[config.mk]
export PLATFORM = sky130hd
export DESIGN_NAME = bmp24_stream_decoder
export DESIGN_NICKNAME = d
export VERILOG_FILES = /design/src/sv/bmp24_pkg.sv /design/src/sv/bmp24_stream_decoder.sv
export SDC_FILE = /design/constraint.sdc
export NUM_CORES = 2
export LEC_CHECK = 0
export ABC_AREA = 1
export BUFFER_PORTS_ARGS = -buffer_cell sky130_fd_sc_hd__clkbuf_2
export CAP_MARGIN = 30
export CORE_MARGIN = 1.5
export CORE_UTILIZATION = 45
export DETAILED_ROUTE_END_ITERATION = 12
export GPL_TIMING_DRIVEN = 0
export PLACE_DENSITY = 0.66
export SLEW_MARGIN = 40
export SYNTH_ARGS = -nofsm -noshare
export SYNTH_HDL_FRONTEND = slang
export SYNTH_SLANG_ARGS = --single-unit
[constraint.sdc]
create_clock -name clock -period 8.5 [get_ports clock]
set_clock_uncertainty 0.15 [all_clocks]
set_input_delay 1.275 -clock clock [delete_from_list [all_inputs] [get_ports clock]]
set_output_delay 1.275 -clock clock [all_outputs]
set_load 0.05 [all_outputs]
[src/sv/bmp24_pkg.sv]
`default_nettype none
// ----------------------------------------------------------------------------
// bmp24_pkg
// Shared types and constants for the 24-bit BMP stream decoder.
// ----------------------------------------------------------------------------
package bmp24_pkg;

   localparam int DEF_MAX_WIDTH  = 4096;
   localparam int DEF_MAX_HEIGHT = 4096;

   localparam int POS_W = 26;
   localparam int IDX_W = 24;

   localparam logic [POS_W-1:0] HEADER_BYTES = POS_W'(54);
   localparam logic [POS_W-1:0] HEADER_LAST  = POS_W'(53);
   localparam logic [POS_W-1:0] POS_MAX      = {POS_W{1'b1}};

   localparam logic [7:0]  SIG_B       = 8'h42;
   localparam logic [7:0]  SIG_M       = 8'h4D;
   localparam logic [15:0] DEPTH_24BPP = 16'd24;

   // header byte offsets of the captured fields
   localparam logic [POS_W-1:0] POS_SIG_LO   = POS_W'(0);
   localparam logic [POS_W-1:0] POS_SIG_HI   = POS_W'(1);
   localparam logic [POS_W-1:0] POS_OFF_LO   = POS_W'(10);
   localparam logic [POS_W-1:0] POS_OFF_HI   = POS_W'(13);
   localparam logic [POS_W-1:0] POS_WID_LO   = POS_W'(18);
   localparam logic [POS_W-1:0] POS_WID_HI   = POS_W'(21);
   localparam logic [POS_W-1:0] POS_HGT_LO   = POS_W'(22);
   localparam logic [POS_W-1:0] POS_HGT_HI   = POS_W'(25);
   localparam logic [POS_W-1:0] POS_DEPTH_LO = POS_W'(28);
   localparam logic [POS_W-1:0] POS_DEPTH_HI = POS_W'(29);
   localparam logic [POS_W-1:0] POS_COMP_LO  = POS_W'(30);
   localparam logic [POS_W-1:0] POS_COMP_HI  = POS_W'(33);

   // header word slots
   localparam int HDR_WORDS = 5;
   localparam logic [2:0] SLOT_SIG    = 3'd0; // signature low half, depth high half
   localparam logic [2:0] SLOT_OFFSET = 3'd1;
   localparam logic [2:0] SLOT_WIDTH  = 3'd2;
   localparam logic [2:0] SLOT_HEIGHT = 3'd3;
   localparam logic [2:0] SLOT_COMP   = 3'd4;

   typedef enum logic [1:0] {
      PH_HEADER,
      PH_SKIP,
      PH_PIXELS,
      PH_DRAIN
   } phase_type;

   typedef enum logic [1:0] {
      ST_OK,
      ST_BAD_HEADER,
      ST_TOO_LARGE,
      ST_SHORT_DATA
   } status_type;

endpackage
`default_nettype wire

[src/sv/bmp24_stream_decoder.sv]
`default_nettype none
// ----------------------------------------------------------------------------
// bmp24_stream_decoder
// Decodes an uncompressed 24-bit BMP file, one byte per request, into pixels.
// ----------------------------------------------------------------------------
// Channel  Dir  Ports                         Contents
// req      in   req_tvalid/tready/tdata/tlast one file byte, file length, end of file
// rsp      out  rsp_tvalid/tready/tdata/tuser one pixel and/or end-of-file status
//               /tlast
//
// One request per clock; its result (if any) sits in the output register the
// cycle after acceptance. Header arithmetic (line size, image size, fit check,
// first row base) is precomputed by free-running registers while the 20 bytes
// after the last header field stream in.
// Reset clears the phase, counters and the output valid; header words do not reset.
// While rsp_tready is low the held result stays, and req_tready drops only
// when that register is occupied.
// ----------------------------------------------------------------------------
module bmp24_stream_decoder
   import bmp24_pkg::*;
#(
   parameter int MAX_WIDTH  = DEF_MAX_WIDTH,
   parameter int MAX_HEIGHT = DEF_MAX_HEIGHT
) (
   input  wire logic        clock,
   input  wire logic        reset,

   input  wire logic        req_tvalid,
   output logic             req_tready,
   input  wire logic [39:0] req_tdata,   // [7:0] data_byte, [33:8] file_length, zero pad
   input  wire logic        req_tlast,   // last_byte

   output logic             rsp_tvalid,
   input  wire logic        rsp_tready,
   output logic [55:0]      rsp_tdata,   // [23:0] pixel_index, [31:24] blue,
                                         // [39:32] green, [47:40] red,
                                         // [49:48] status, zero pad
   output logic             rsp_tuser,   // pixel_valid
   output logic             rsp_tlast    // done_res
);

   localparam int WW  = $clog2(MAX_WIDTH + 1);
   localparam int HW  = $clog2(MAX_HEIGHT + 1);
   localparam int LBW = $clog2(3 * MAX_WIDTH + 4);
   localparam int PW  = HW + LBW;
   localparam int FW  = ((PW > 32) ? PW : 32) + 1;
   localparam int RBW = WW + HW;

   // ---------------- state ----------------
   logic [POS_W-1:0] byte_pos_ff, byte_pos_in;
   logic [POS_W-1:0] len_ff, len_in;
   logic [31:0]      hdr_ff [HDR_WORDS];
   phase_type        phase_ff, phase_in;
   logic [LBW-1:0]   bil_ff, bil_in;
   logic [WW-1:0]    col_ff, col_in;
   logic [HW-1:0]    rows_ff, rows_in;
   logic [IDX_W-1:0] rowbase_ff, rowbase_in;
   logic [15:0]      held_ff, held_in;
   logic [1:0]       chan_ff, chan_in;

   // header-derived values, registered from the captured header words
   logic [LBW-1:0]   w3_ff, line_ff;
   logic [PW-1:0]    prod_ff;
   logic             fit_ff;
   logic [IDX_W-1:0] rbpre_ff;

   // output register
   logic             rsp_valid_ff;
   logic [IDX_W-1:0] idx_ff;
   logic [7:0]       blue_ff, green_ff, red_ff;
   logic             pv_ff, done_ff;
   status_type       status_ff;

   // ---------------- request fields ----------------
   logic [7:0]       in_byte;
   logic [POS_W-1:0] in_len;
   logic             req_fire;

   assign in_byte    = req_tdata[7:0];
   assign in_len     = req_tdata[33:8];
   assign req_tready = !rsp_valid_ff || rsp_tready;
   assign req_fire   = req_tvalid && req_tready;

   logic [31:0]   w_full, h_full, off_full;
   logic [WW-1:0] w_small;
   logic [HW-1:0] h_small;

   assign w_full   = hdr_ff[SLOT_WIDTH];
   assign h_full   = hdr_ff[SLOT_HEIGHT];
   assign off_full = hdr_ff[SLOT_OFFSET];
   assign w_small  = w_full[WW-1:0];
   assign h_small  = h_full[HW-1:0];

   // ---------------- header precompute ----------------
   logic [LBW-1:0] w3_in, w3p3;
   logic [RBW-1:0] rb_prod;
   logic [FW-1:0]  fit_sum;

   assign w3_in   = LBW'({w_small, 1'b0}) + LBW'(w_small);
   assign w3p3    = w3_ff + LBW'(3);
   assign rb_prod = RBW'(w_small) * RBW'(h_small - HW'(1));
   assign fit_sum = FW'(off_full) + FW'(prod_ff);

   always_ff @(posedge clock) begin
      w3_ff    <= w3_in;
      line_ff  <= {w3p3[LBW-1:2], 2'b00};
      prod_ff  <= PW'(h_small) * PW'(line_ff);
      fit_ff   <= fit_sum <= FW'(len_ff);
      rbpre_ff <= IDX_W'(rb_prod);
   end

   // ---------------- header capture ----------------
   logic       cap_en;
   logic [2:0] cap_slot;
   logic [1:0] cap_lane;

   always_comb begin
      cap_en   = 1'b1;
      cap_slot = SLOT_SIG;
      cap_lane = byte_pos_ff[1:0];
      priority if (byte_pos_ff <= POS_SIG_HI) begin
         cap_slot = SLOT_SIG;
         cap_lane = byte_pos_ff[1:0];
      end else if (byte_pos_ff == POS_DEPTH_LO || byte_pos_ff == POS_DEPTH_HI) begin
         cap_slot = SLOT_SIG;
         cap_lane = {1'b1, byte_pos_ff[0]};
      end else if (byte_pos_ff >= POS_OFF_LO && byte_pos_ff <= POS_OFF_HI) begin
         cap_slot = SLOT_OFFSET;
         cap_lane = byte_pos_ff[1:0] - POS_OFF_LO[1:0];
      end else if (byte_pos_ff >= POS_WID_LO && byte_pos_ff <= POS_WID_HI) begin
         cap_slot = SLOT_WIDTH;
         cap_lane = byte_pos_ff[1:0] - POS_WID_LO[1:0];
      end else if (byte_pos_ff >= POS_HGT_LO && byte_pos_ff <= POS_HGT_HI) begin
         cap_slot = SLOT_HEIGHT;
         cap_lane = byte_pos_ff[1:0] - POS_HGT_LO[1:0];
      end else if (byte_pos_ff >= POS_COMP_LO && byte_pos_ff <= POS_COMP_HI) begin
         cap_slot = SLOT_COMP;
         cap_lane = byte_pos_ff[1:0] - POS_COMP_LO[1:0];
      end else begin
         cap_en = 1'b0;
      end
   end

   always_ff @(posedge clock) begin
      if (req_fire && phase_ff == PH_HEADER && cap_en) begin
         hdr_ff[cap_slot][{cap_lane, 3'b000} +: 8] <= in_byte;
      end
   end

   // ---------------- header check ----------------
   logic       hdr_end;
   status_type check_st;

   assign hdr_end = phase_ff == PH_HEADER && byte_pos_ff == HEADER_LAST;

   always_comb begin
      priority if (len_ff < HEADER_BYTES
                   || hdr_ff[SLOT_SIG][7:0] != SIG_B
                   || hdr_ff[SLOT_SIG][15:8] != SIG_M
                   || hdr_ff[SLOT_COMP] != 32'd0
                   || hdr_ff[SLOT_SIG][31:16] != DEPTH_24BPP
                   || w_full == 32'd0 || w_full[31]
                   || h_full == 32'd0 || h_full[31]
                   || off_full < 32'(HEADER_BYTES)) begin
         check_st = ST_BAD_HEADER;
      end else if (w_full > 32'(MAX_WIDTH) || h_full > 32'(MAX_HEIGHT)) begin
         check_st = ST_TOO_LARGE;
      end else if (!fit_ff) begin
         check_st = ST_SHORT_DATA;
      end else begin
         check_st = ST_OK;
      end
   end

   // ---------------- pixel events ----------------
   logic          enter_pix, in_pix, data_byte, fire_pix, end_img, line_wrap;
   logic [WW-1:0] col_inc;
   logic [LBW-1:0] bil_inc;

   assign enter_pix = phase_ff == PH_SKIP && {6'd0, byte_pos_ff} == off_full;
   assign in_pix    = phase_ff == PH_PIXELS || enter_pix;
   assign data_byte = bil_ff < w3_ff;
   assign fire_pix  = in_pix && data_byte && chan_ff == 2'd2;
   assign col_inc   = col_ff + WW'(1);
   assign end_img   = fire_pix && rows_ff <= HW'(1) && col_inc == w_small;
   assign bil_inc   = bil_ff + LBW'(1);
   assign line_wrap = bil_inc >= line_ff;

   // ---------------- next phase ----------------
   phase_type phase_mid;

   always_comb begin
      phase_mid = phase_ff;
      unique case (phase_ff)
         PH_HEADER: begin
            if (hdr_end) phase_mid = (check_st == ST_OK) ? PH_SKIP : PH_DRAIN;
         end
         PH_SKIP, PH_PIXELS: begin
            if (end_img)        phase_mid = PH_DRAIN;
            else if (in_pix)    phase_mid = PH_PIXELS;
         end
         PH_DRAIN: phase_mid = PH_DRAIN;
         default:  phase_mid = PH_HEADER;
      endcase
      phase_in = req_tlast ? PH_HEADER : phase_mid;
   end

   // ---------------- datapath and result ----------------
   logic       res_valid, done_c;
   status_type st_c;

   always_comb begin
      byte_pos_in = (byte_pos_ff < POS_MAX) ? byte_pos_ff + POS_W'(1) : byte_pos_ff;
      len_in      = len_ff;
      bil_in      = bil_ff;
      col_in      = col_ff;
      rows_in     = rows_ff;
      rowbase_in  = rowbase_ff;
      held_in     = held_ff;
      chan_in     = chan_ff;
      done_c      = 1'b0;
      st_c        = ST_OK;

      if (phase_ff == PH_HEADER && byte_pos_ff == '0) len_in = in_len;

      if (hdr_end) begin
         if (check_st != ST_OK) begin
            done_c = 1'b1;
            st_c   = check_st;
         end else begin
            bil_in     = '0;
            col_in     = '0;
            rows_in    = h_small;
            rowbase_in = rbpre_ff;
            held_in    = '0;
            chan_in    = 2'd0;
         end
      end

      if (in_pix) begin
         if (data_byte) begin
            unique case (chan_ff)
               2'd0: begin
                  held_in = {8'd0, in_byte};
                  chan_in = 2'd1;
               end
               2'd1: begin
                  held_in = {in_byte, held_ff[7:0]};
                  chan_in = 2'd2;
               end
               default: begin
                  chan_in = 2'd0;
                  col_in  = col_inc;
               end
            endcase
         end
         if (end_img) begin
            done_c = 1'b1;
         end else begin
            bil_in = bil_inc;
            if (line_wrap) begin
               bil_in     = '0;
               col_in     = '0;
               chan_in    = 2'd0;
               rows_in    = (rows_ff != '0) ? rows_ff - HW'(1) : rows_ff;
               rowbase_in = rowbase_ff - IDX_W'(w_small);
            end
         end
      end

      if (req_tlast) begin
         if (!done_c && phase_mid != PH_DRAIN) begin
            done_c = 1'b1;
            st_c   = (phase_mid == PH_HEADER) ? ST_BAD_HEADER : ST_SHORT_DATA;
         end
         byte_pos_in = '0;
         chan_in     = 2'd0;
      end

      res_valid = fire_pix || done_c;
   end

   always_ff @(posedge clock) begin
      if (reset) begin
         byte_pos_ff <= '0;
         len_ff      <= '0;
         phase_ff    <= PH_HEADER;
         bil_ff      <= '0;
         col_ff      <= '0;
         rows_ff     <= '0;
         rowbase_ff  <= '0;
         held_ff     <= '0;
         chan_ff     <= 2'd0;
      end else if (req_fire) begin
         byte_pos_ff <= byte_pos_in;
         len_ff      <= len_in;
         phase_ff    <= phase_in;
         bil_ff      <= bil_in;
         col_ff      <= col_in;
         rows_ff     <= rows_in;
         rowbase_ff  <= rowbase_in;
         held_ff     <= held_in;
         chan_ff     <= chan_in;
      end
   end

   // ---------------- output register ----------------
   always_ff @(posedge clock) begin
      if (reset) begin
         rsp_valid_ff <= 1'b0;
      end else if (req_fire) begin
         rsp_valid_ff <= res_valid;
      end else if (rsp_tready) begin
         rsp_valid_ff <= 1'b0;
      end
   end

   always_ff @(posedge clock) begin
      if (req_fire && res_valid) begin
         pv_ff     <= fire_pix;
         idx_ff    <= fire_pix ? rowbase_ff + IDX_W'(col_ff) : '0;
         blue_ff   <= fire_pix ? held_ff[7:0] : 8'd0;
         green_ff  <= fire_pix ? held_ff[15:8] : 8'd0;
         red_ff    <= fire_pix ? in_byte : 8'd0;
         done_ff   <= done_c;
         status_ff <= st_c;
      end
   end

   assign rsp_tvalid = rsp_valid_ff;
   assign rsp_tdata  = {6'd0, status_ff, red_ff, green_ff, blue_ff, idx_ff};
   assign rsp_tuser  = pv_ff;
   assign rsp_tlast  = done_ff;

   // ---------------- assertions ----------------
   // a pixel only carries an error when the file ends on that byte too early
   a_pixel_ok : assert property (@(posedge clock) disable iff (reset)
      rsp_tvalid && rsp_tuser && status_ff != ST_OK
         |-> rsp_tlast && status_ff == ST_SHORT_DATA)
      else $error("pixel result with unexpected status");

   a_last_restarts : assert property (@(posedge clock) disable iff (reset)
      req_fire && req_tlast |=> phase_ff == PH_HEADER && byte_pos_ff == '0)
      else $error("end of file did not restart header capture");

   a_line_bound : assert property (@(posedge clock) disable iff (reset)
      phase_ff == PH_PIXELS |-> bil_ff < line_ff)
      else $error("byte in line beyond padded line size");

   a_error_ends : assert property (@(posedge clock) disable iff (reset)
      rsp_tvalid && status_ff != ST_OK |-> rsp_tlast)
      else $error("error status without end of file");

endmodule
`default_nettype wire
==> summary.md <==
| Metric | Value |
|---|---|
| Post-route ant nets | 0 |
| Final Cycle Share | 93.9% |
| Die ar. | 0.0768 sq mm |
| Initial antenna violation count | 0 |
| RSZ-0062 raised after global routing | false |
| Synth Area in Compound Gates | 9.36% |
| Async set-reset flop share out of synthesis | 0% |
| Post-Synth XOR/XNOR Area | 3.36% |
| Layout area overhead | 10.3% |
| Via Count | 28600 |
| CTS Buf Count | 49 |
| PwrDens | 127 mW/mm^2 |
| Setup crit start kind | flop |
| CP Capture Type | flop |
| Hold/Removal Path Class | flop to flop |
| N_diodes | 0 |
| Most used cell, CP | nand2_1 |
| Sw Pwr | 1170 uW |
| CTS Hold Bufs | 0 |
| Clock sink count | 425 |
| Crit-path max FO | 10 |
| Kind of critical path | flop to flop |
| Port-buffer cells | 92 |
| Status | completed |
| Pin count of the biggest net entering global routing | 31 |
| Most common cell after layout, fill and taps aside | nand2_1 |
| Die Height | 277 microns |
| Storage cell area | 0.0106 sq mm |
| Worst-skew pair later-pin latency | 630 ps |
| Relative slew slack | 39.5% |
| Post-DP HPWL | 75900 microns |
| Initial core utilization | 45.4% |
| Largest family of logic cells by synthesized area | adder cells |
| Hold slack final | 302 ps |
| Vias in the first global route | 27600 |
| Comb power frac | 6.2% |
| Final min period | 7980 ps |
| Multiplexer share of the synthesized area | 0.0592% |
| Synth Warn # | 0 |
| Post-synthesis simple-gate area fraction | 20.9% |
| Utilization after layout | 50.1% |
| Core area | 0.0744 sq mm |
| Reg-to-reg startpoint | hdr_ff[3][0]$_DFFE_PP_ |
| 1st-iter DRT viols | 2120 |
| Leak | 0.0174 uW |
| Cell row count | 100 |
| Seq/Total Area, Yosys | 31.4% |
| HP Start | w3_ff[13]$_DFF_P_ |
| Sequential share of power | 46.7% |
| DIE WIDTH | 277 microns |
| Cell Area, Synth | 0.0338 sq mm |
| Pint | 3570 uW |
| WL per Instance | 17.8 microns |
| Maximum clock path buffer count | 3 |
| Number of cells on the worst hold path | 1 |
| Min-Delay Endpoint | line_ff[13]$_DFF_P_ |
| Inst Count DP | 5285 |
| CP max stage delay | 690 ps |
| Primary FF master, synth | dfxtp_1 |
| First-pass GRT wire length | 151000 microns |
| Arr. time, crit path | 8360 ps |
| Yosys reg bits | 425 |
| Vias per std cell | 5.32 |
| Nets | 4939 |
| R2R Path End | rbpre_ff[21]$_DFF_P_ |
| Gp weighted congestion | 0.958 |
| Worst IR Drop VDD | 0.000175 V |
| WL final | 95500 microns |
| Cell count after synthesis | 4218 |
| GR Overflow Total | 0 |
| Max Cap Viol | 0 |
| Syn_area_per_cell | 8.02 sq um |
| H-tree Lvls | 2 |
| Residual DRC | 0 |
| Clk slew on worst S/H paths | 70 ps |
| Fillers | 7187 |
| Sw frac | 24.6% |
| PostCTS Resize Cnt | 0 |
| Slew @ Worst Pin | 905 ps |
| Most frequent cells in the layout | 888 x nand2_1, 726 x inv_1, 490 x nor2_1, 285 x ha_1, 243 x fa_1 |
| Setup Total Neg Slack | 0 ps |
| Total GRT Usage | 24.8% |
| Ports | 105 |
| Area share of fa/ha/maj cells after synthesis | 24.9% |
| Final Non-Filler Cells | 5376 |
| Share of post-route cells with drive strength above 1 | 5.95% |
| Reg2Reg Depth | 33 |
| Clk root buf | clkbuf_16 |
| Pre-antenna DRT Iters | 9 |
| Count of final max-slew check failures | 0 |
| Multi-input logic area | 0.0199 sq mm |
| Clock share of power | 47.1% |
| CTS tree | done |
| Final Hold Viols | 0 |
| WP data required | 8880 ps |
| Post-CTS Setup Bufs | 0 |
| Final setup fails | 0 |
| Crit-path slowest cell | edfxtp_1 |
| Synth cell types | 61 |
| FMAX | 0.125 GHz |
| Number of synthesized flops with an enable pin | 212 |
| FF-to-FF setup slack | 520 ps |
sequential cells by signal, summed over array words and instances (netlist names), 12 cells and up:
signal,flops
rowbase_ff,24
line_ff,12
rbpre_ff,24
bil_ff,14
col_ff,13
prod_ff,25
rows_ff,13
w3_ff,14
len_ff,26
idx_ff,24
byte_pos_ff,26
hdr_ff,160
held_ff,16
synthesized netlist by cell type (69+ instances only):
cell      instances  share of area (%)
a21oi_1         238                3.5
clkbuf_1         86               0.95
dfxtp_1         213                 13
edfxtp_1        212                 19
fa_1            243                 14
ha_1            285                 11
inv_1           727                8.1
nand2_1         888                9.9
nand3_1         153                2.3
nor2_1          490                5.4
nor3_1           69                1.0
o21ai_0         126                1.9
xor2_1           87                2.3
stage by stage:
| stage | power (uW) | worst slack, ps | cell area (sq um) |
|---|---|---|---|
| after CTS | 4760 | 371 | 37300 |
| after floorplan | 2450 | 1890 | 33800 |
| after global routing | 4880 | 32.4 | 37300 |
| after detailed placement | 2540 | 400 | 35600 |
| after global placement | 2540 | 481 | 35500 |
| final | 4730 | 520 | 37300 |
worst max-delay path, delay by kind of cell (launching register included):
kind / cells / cell delay, ps
flops: 1 / 690
compound gates: 5 / 1020
xor+xnor: 1 / 190
fa+ha+maj: 8 / 3550
simple gates: 10 / 1180
buf+inv: 9 / 1090
layout make-up:
class	instances	share of cell area, %
repair buffers	93	1.29
flip-flops and latches	425	28.5
plain buffers	120	1.47
clock inverters	25	0.923
well taps	969	3.25
inverters	750	7.56
multi-input cells	2927	53.3
clock buffers	67	3.68
worst max path at each step:
stage	start	endpoint	slack, ps	cells past startpoint
2_1_floorplan	hdr_ff[3][0]$_DFFE_PP_	rbpre_ff[21]$_DFF_P_	1890	34
3_3_place_gp	hdr_ff[3][0]$_DFFE_PP_	rbpre_ff[21]$_DFF_P_	480	34
3_5_place_dp	hdr_ff[3][0]$_DFFE_PP_	rbpre_ff[21]$_DFF_P_	400	34
4_1_cts	hdr_ff[3][0]$_DFFE_PP_	rbpre_ff[21]$_DFF_P_	370	34
5_1_grt	hdr_ff[3][0]$_DFFE_PP_	rbpre_ff[21]$_DFF_P_	30	33
6_report	hdr_ff[3][0]$_DFFE_PP_	rbpre_ff[21]$_DFF_P_	520	33
kinds of logic after synthesis:
group | Yosys count
AND/OR/NAND/NOR | 1715
XOR/XNOR | 128
buffers and inverters | 871
multiplexers | 2
adder cells (fa/ha/maj) | 528
other | 1
flip-flops | 425
AO/OA/AOI/OAI | 548
routing by layer:
| metal | vias up | track usage, % | part of all wire, % |
|---|---|---|---|
| li1 | 13800 | - | - |
| met1 | 13600 | 32.1 | 42 |
| met2 | 1035 | 42.1 | 47 |
| met3 | 179 | 3.85 | 7.2 |
| met4 | 0 | 8.95 | 3.5 |
| met5 | - | 0 | 0 |
power by group through the flow:
stage / Clock [uW] / Sequential [uW] / Combinational [uW]
after floorplan: 0 / 2280 / 168
after global placement: 0 / 2250 / 282
after detailed placement: 0 / 2250 / 290
after CTS: 2260 / 2210 / 292
after global routing: 2340 / 2210 / 324
final: 2230 / 2210 / 294
No activity file was read; power rests on OpenSTA's default activity.
